### src/msgd_pkg.sv
// ----------------------------------------------------------------------------
// msgd_pkg
// Shared types, constants and command codes for the minibatch gradient
// descent linear regression unit.
// ----------------------------------------------------------------------------
package msgd_pkg;

  localparam int FRAC_BITS = 16;
  localparam int ACC_WIDTH = 64;
  localparam int LR_FRAC   = 16;
  localparam int DATA_W    = 32;
  localparam int CNT_W     = 16;
  localparam int NORM_W    = DATA_W - 1;
  localparam int PROD_W    = 2 * DATA_W;
  localparam int WIDE_W    = 2 * DATA_W + 2;
  localparam int RAD_W     = 2 * DATA_W;
  localparam int CFG_IDX_W = 3;
  localparam int STEP_W    = $clog2(ACC_WIDTH);

  localparam logic [STEP_W-1:0] DIV_LAST  = STEP_W'(ACC_WIDTH - 1);
  localparam logic [STEP_W-1:0] SQRT_LAST = STEP_W'(RAD_W / 2 - 1);

  localparam logic [CFG_IDX_W-1:0] CFG_LEARNING_RATE  = 3'd0;
  localparam logic [CFG_IDX_W-1:0] CFG_BATCH_SIZE     = 3'd1;
  localparam logic [CFG_IDX_W-1:0] CFG_INTERCEPT_INIT = 3'd2;
  localparam logic [CFG_IDX_W-1:0] CFG_SLOPE_INIT     = 3'd3;
  localparam logic [CFG_IDX_W-1:0] CFG_FIRST_EPOCH    = 3'd4;

  localparam logic [15:0]      LR_RESET    = 16'd655;
  localparam logic [CNT_W-1:0] BSIZE_RESET = 16'd16;
  localparam logic [CNT_W-1:0] EPOCH_RESET = 16'd1;

  localparam logic signed [DATA_W-1:0] WORD_MAX = {1'b0, {(DATA_W-1){1'b1}}};
  localparam logic signed [DATA_W-1:0] WORD_MIN = {1'b1, {(DATA_W-1){1'b0}}};
  localparam logic signed [ACC_WIDTH-1:0] ACC_MAX = {1'b0, {(ACC_WIDTH-1){1'b1}}};
  localparam logic signed [ACC_WIDTH-1:0] ACC_MIN = {1'b1, {(ACC_WIDTH-1){1'b0}}};
  localparam logic [RAD_W-1:0] SQRT_BIT0 = {2'b01, {(RAD_W-2){1'b0}}};

  typedef struct packed {
    logic signed [DATA_W-1:0] x_value;
    logic signed [DATA_W-1:0] y_value;
    logic                     last_sample;
  } sample_t;

  typedef struct packed {
    logic [CNT_W-1:0]         epoch_number;
    logic [CNT_W-1:0]         batch_index;
    logic signed [DATA_W-1:0] intercept;
    logic signed [DATA_W-1:0] slope;
    logic [NORM_W-1:0]        gradient_norm;
    logic                     epoch_done;
  } result_t;

  typedef enum logic [4:0] {
    OP_IDLE,
    OP_LOAD,
    OP_RESID,
    OP_MUL_RX,
    OP_ACC,
    OP_DIV_LOAD0,
    OP_DIV_LOAD1,
    OP_DIV_STEP,
    OP_DIV_END0,
    OP_DIV_END1,
    OP_MUL_LR0,
    OP_UPD0,
    OP_MUL_LR1,
    OP_UPD1,
    OP_SQ0,
    OP_SQ1,
    OP_SQ_ADD,
    OP_SQRT_STEP,
    OP_EMIT
  } op_t;

  typedef struct packed {
    op_t op;
  } dp_cmd_t;

  typedef struct packed {
    logic close;
    logic result_free;
  } dp_status_t;

endpackage

### src/msgd_ctrl.sv
// ----------------------------------------------------------------------------
// msgd_ctrl
// Sequencer: steps the datapath through residual, accumulate, divide,
// update, square root and result load.
// ----------------------------------------------------------------------------
module msgd_ctrl (
  input  logic                 clk,
  input  logic                 rst,
  input  logic                 sample_valid,
  output logic                 sample_stall,
  input  msgd_pkg::dp_status_t status,
  output msgd_pkg::dp_cmd_t    cmd
);

  typedef enum logic [4:0] {
    S_IDLE,
    S_RESID,
    S_MUL_RX,
    S_ACC,
    S_DIV0_LOAD,
    S_DIV0_RUN,
    S_DIV0_END,
    S_DIV1_LOAD,
    S_DIV1_RUN,
    S_DIV1_END,
    S_LR0,
    S_UPD0,
    S_LR1,
    S_UPD1,
    S_SQ0,
    S_SQ1,
    S_SQ_ADD,
    S_SQRT_RUN,
    S_EMIT
  } state_t;

  state_t                      state;
  state_t                      state_next;
  logic [msgd_pkg::STEP_W-1:0] step_cnt;
  logic                        accept;

  assign accept = sample_valid && !sample_stall;

  always_comb begin
    state_next = state;
    cmd.op     = msgd_pkg::OP_IDLE;
    unique case (state)
      S_IDLE: begin
        if (accept) begin
          cmd.op     = msgd_pkg::OP_LOAD;
          state_next = S_RESID;
        end
      end
      S_RESID: begin
        cmd.op     = msgd_pkg::OP_RESID;
        state_next = S_MUL_RX;
      end
      S_MUL_RX: begin
        cmd.op     = msgd_pkg::OP_MUL_RX;
        state_next = S_ACC;
      end
      S_ACC: begin
        cmd.op     = msgd_pkg::OP_ACC;
        state_next = status.close ? S_DIV0_LOAD : S_IDLE;
      end
      S_DIV0_LOAD: begin
        cmd.op     = msgd_pkg::OP_DIV_LOAD0;
        state_next = S_DIV0_RUN;
      end
      S_DIV0_RUN: begin
        cmd.op = msgd_pkg::OP_DIV_STEP;
        if (step_cnt == msgd_pkg::DIV_LAST) begin
          state_next = S_DIV0_END;
        end
      end
      S_DIV0_END: begin
        cmd.op     = msgd_pkg::OP_DIV_END0;
        state_next = S_DIV1_LOAD;
      end
      S_DIV1_LOAD: begin
        cmd.op     = msgd_pkg::OP_DIV_LOAD1;
        state_next = S_DIV1_RUN;
      end
      S_DIV1_RUN: begin
        cmd.op = msgd_pkg::OP_DIV_STEP;
        if (step_cnt == msgd_pkg::DIV_LAST) begin
          state_next = S_DIV1_END;
        end
      end
      S_DIV1_END: begin
        cmd.op     = msgd_pkg::OP_DIV_END1;
        state_next = S_LR0;
      end
      S_LR0: begin
        cmd.op     = msgd_pkg::OP_MUL_LR0;
        state_next = S_UPD0;
      end
      S_UPD0: begin
        cmd.op     = msgd_pkg::OP_UPD0;
        state_next = S_LR1;
      end
      S_LR1: begin
        cmd.op     = msgd_pkg::OP_MUL_LR1;
        state_next = S_UPD1;
      end
      S_UPD1: begin
        cmd.op     = msgd_pkg::OP_UPD1;
        state_next = S_SQ0;
      end
      S_SQ0: begin
        cmd.op     = msgd_pkg::OP_SQ0;
        state_next = S_SQ1;
      end
      S_SQ1: begin
        cmd.op     = msgd_pkg::OP_SQ1;
        state_next = S_SQ_ADD;
      end
      S_SQ_ADD: begin
        cmd.op     = msgd_pkg::OP_SQ_ADD;
        state_next = S_SQRT_RUN;
      end
      S_SQRT_RUN: begin
        cmd.op = msgd_pkg::OP_SQRT_STEP;
        if (step_cnt == msgd_pkg::SQRT_LAST) begin
          state_next = S_EMIT;
        end
      end
      S_EMIT: begin
        cmd.op = msgd_pkg::OP_EMIT;
        if (status.result_free) begin
          state_next = S_IDLE;
        end
      end
      default: state_next = S_IDLE;
    endcase
  end

  always_ff @(posedge clk) begin
    if (rst) begin
      state        <= S_IDLE;
      step_cnt     <= '0;
      sample_stall <= 1'b0;
    end else begin
      state        <= state_next;
      sample_stall <= (state_next != S_IDLE);
      if (state == S_DIV0_RUN || state == S_DIV1_RUN || state == S_SQRT_RUN) begin
        step_cnt <= step_cnt + 1'b1;
      end else begin
        step_cnt <= '0;
      end
    end
  end

endmodule

### config.mk
export PLATFORM = sky130hd
export DESIGN_NAME = msgd_ctrl
export DESIGN_NICKNAME = d
export VERILOG_FILES = /design/src/msgd_pkg.sv /design/src/msgd_ctrl.sv
export SDC_FILE = /design/constraint.sdc
export NUM_CORES = 1
export LEC_CHECK = 0
export BUFFER_PORTS_ARGS = -buffer_cell sky130_fd_sc_hd__buf_4
export CAP_MARGIN = 5
export CORE_ASPECT_RATIO = 1.1
export CORE_MARGIN = 8
export CORE_UTILIZATION = 34
export CTS_BUF_LIST = sky130_fd_sc_hd__clkbuf_8
export DETAILED_ROUTE_END_ITERATION = 6
export GPL_ROUTABILITY_DRIVEN = 1
export GPL_TIMING_DRIVEN = 1
export PLACE_DENSITY = 0.54
export SYNTH_ARGS = -nofsm -noshare
export SYNTH_HDL_FRONTEND = slang
export SYNTH_SLANG_ARGS = --single-unit
### constraint.sdc
create_clock -name clk -period 1.4 [get_ports clk]
set_input_delay 0.14 -clock clk [delete_from_list [all_inputs] [get_ports clk]]
set_output_delay 0.14 -clock clk [all_outputs]
set_load 0.05 [all_outputs]
==> flow_summary.toml <==
[run_status]
status = "complete, but fails checks"
violations = "setup timing"

[clock_tree]
cts_sinks = 12
ctsRootBufferMaster = "clkbuf_8"
cts_tree = "yes"
clk_latency_ns = 0.24
clkTransAtPathRegs_ns = 0.05
ctsLongestPathBuffers = 2
postCtsHoldBufs = 0
tritoncts.num_buffers = 3
htree_num_levels = 1

[pwr]
combPwrFrac_pct = 55.9
clkPwrFrac_pct = 19.7
p_int_mw = 1.14
p_switching_mw = 0.751
power_frac_seq_pct = 24.4
total_power_mw = 1.89
power_density_nw_per_um2 = 1420
peakVddDrop_uv = 971
leakage_nw = 0.508
switching_share_pct = 39.8

[detailed_routing]
via_per_inst = 5.10
post_drt_wl_per_cell_um = 13.3
vias = 878
drt-total-wl_um = 2280
drtPass1Iterations = 3
antenna_left = 0
drc_errors = 0
drt-initial-drc-count = 27

[finish]
drive_gt1_share_pct = 56.3
fin_util_pct = 59.1
areaGrowthSynthToFinish_pct = 65.0
diodes = 0
fin_cells = 172
design_area_um2 = 1330
fin_nets = 149

[worst_setup_path]
reg2reg_depth = 6
cp_slowest_cell = "dfxtp_4"
crit_path_cell_trace = "nor2_4 > o21ai_2 > a221o_1 > o21ai_4 > buf_8"
slowest_delay_ns = 0.38
crit_fanout = 8
crit_type = "reg -> out"
crit_required_ns = 1.26
cp-start-kind = "flip-flop"
endpoint_kind = "primary output"
cp_data_arrival_time_ns = 1.41

[placement]
io_buffer_count = 10
postPlaceCellArea_um2 = 1100
dpl.hpwl_um = 1640
place_congestion = 0.842
pre_cts_slack_ns = -0.172
placed_cells = 161

[global_routing]
grt_pass1_wl_um = 3790
grt_overflow = 0
grt_max_degree = 10
antenna_found_initial = 0
grt_pass1_vias = 871
grt_use_total_pct = 11.1

[floorplanning]
die_w_um = 62.5
initial_core_util_pct = 35.8
pin_count = 11
rows = 18
core-area_um2 = 2250
die_area_um2 = 4190
die_h_um = 67.1

[synth]
syn_area_um2 = 807
synth_cell_type_count = 36
syn_nets = 111
synth_cells = 105
syn_area_per_cell_um2 = 7.69
seq_area_frac_synth_pct = 29.8
yosys_register_bits = 12
ys_warn_count = 0

[run]
maxCapViolCount = 0

[sta]
skew_ns = 0.00541
min_period_ns = 1.55
hold_viol_final = 0
max_freq_ghz = 0.645
finalMaxSlewViolations = 0
finalCritPeriodShare_pct = 111
timing.final.ws_setup_ns = -0.151
worst_pin_slew_ns = 0.345
finalSetupTns_ns = -1.08
rsz0062_at_grt = "true"
setup_viol = 11
holdWs_ns = 0.103
max_slew_margin_pct = 76.8

[min_path]
min_path_cells = 2
hp-class = "in -> reg"
-- cells in the mapped netlist --
library cell / n / area share [%]
a211oi_1: 1 / 0.93
a21o_1: 1 / 0.93
a21oi_1: 8 / 5.0
a221o_1: 1 / 1.2
a22o_1: 1 / 1.1
a31o_2: 1 / 1.1
a31oi_1: 2 / 1.6
a41oi_1: 1 / 1.1
and2_1: 1 / 0.78
and3_1: 1 / 0.78
buf_2: 4 / 2.5
buf_6: 2 / 2.8
clkbuf_1: 2 / 0.93
dfxtp_1: 12 / 30
ha_1: 1 / 1.6
inv_1: 6 / 2.8
mux2i_1: 1 / 1.2
nand2_1: 2 / 0.93
nand2b_1: 3 / 2.3
nand3_1: 5 / 3.1
nand4_1: 1 / 0.78
nor2_1: 11 / 5.1
nor2_2: 5 / 3.9
nor2_4: 1 / 1.4
nor2b_1: 2 / 1.6
nor3_1: 3 / 1.9
nor4_1: 2 / 1.6
nor4b_4: 1 / 2.9
o211ai_1: 1 / 0.93
o21ai_0: 12 / 7.4
o22ai_1: 1 / 0.78
o32ai_1: 1 / 1.1
or3_1: 1 / 0.78
or3b_1: 1 / 1.1
xnor2_1: 4 / 4.3
xor2_1: 2 / 2.2
-- layout by cell type (no fill, tap or decap), types with 2 or more instances in the layout --
| cell type | netlist | routed |
|---|---|---|
| xor2_1 | 2 | 2 |
| clkbuf_8 | 0 | 4 |
| nor2_2 | 5 | 7 |
| nand3_1 | 5 | 5 |
| nand2b_1 | 3 | 3 |
| nor2_4 | 1 | 3 |
| dfxtp_1 | 12 | 7 |
| buf_4 | 0 | 34 |
| inv_1 | 6 | 5 |
| nand2_1 | 2 | 2 |
| o21ai_2 | 0 | 2 |
| o21ai_4 | 0 | 2 |
| xnor2_1 | 4 | 4 |
| a21oi_4 | 0 | 4 |
| o21ai_1 | 0 | 4 |
| buf_6 | 2 | 6 |
| a31oi_1 | 2 | 2 |
| a21oi_1 | 8 | 3 |
| nor3_1 | 3 | 3 |
| o21ai_0 | 12 | 4 |
| dfxtp_4 | 0 | 4 |
| nor2_1 | 11 | 7 |
-- registers in the layout, summed over array words and instances (netlist names) --
signal        flops
sample_stall      1
state             5
step_cnt          6
-- layer usage --
| metal | track usage [%] | wire, um | up-vias |
|---|---|---|---|
| li1 | - | - | 443 |
| met1 | 11.5 | 960 | 425 |
| met2 | 21.5 | 1250 | 8 |
| met3 | 2.35 | 63 | 2 |
| met4 | 4.27 | 10 | 0 |
| met5 | 0 | 0 | - |
-- path summary, 6_finish.rpt --
path | start | to | slack [ns]
max | state[0] | cmd[0] | -0.15
min reg2reg | step_cnt[0] | step_cnt[0] | 0.53
max reg2reg | state[2] | step_cnt[0] | -0.10
min | rst | state[0] | 0.10
-- cell type report --
class                           count  area [um^2]
Clock buffer                        4         55.1
Inverter                            6         22.5
Fill cell                         200          921
Multi-Input combinational cell     79          622
Sequential cell                    12          256
Timing Repair Buffer               41          338
Tap cell                           30         37.5
-- what timing repair did --
| action | 4_1_cts | 5_1_grt |
|---|---|---|
| gates resized for setup | 34 | 14 |
| endpoints found under the hold margin | 0 | 0 |
| buffers inserted | 7 | 3 |
| endpoints found under the setup margin | 15 | 13 |
| cloned | 0 | 0 |
| pin swaps | 7 | 8 |
-- power by group through the flow --
stage               logic [mW]  registers [mW]  clock network (mW)
floorplan                0.505           0.463                   0
global placement         0.823           0.462                   0
detailed placement       0.826           0.459                   0
CTS                      0.986           0.447               0.384
global route              1.13           0.470               0.404
finish                    1.06           0.461               0.372
-- cells by family after synthesis --
logic type	Yosys count	synth area share, %
AOI/OAI and AO/OA	31	23.1
xor gates and xnor gates	6	6.51
adders and majority gates	1	1.55
buffers and inverters	14	8.99
DFF	12	29.8
muxes	1	1.24
and+or+nand+nor	40	28.8
-- worst max-delay path, delay by kind of cell (launching register included) --
| family | cells | cell delay [ns] |
|---|---|---|
| buffers and inverters | 1 | 0.16 |
| AO/OA/AOI/OAI | 3 | 0.50 |
| flip-flops | 1 | 0.38 |
| AND/OR/NAND/NOR | 1 | 0.13 |
Power figures use the tool's default switching activity.
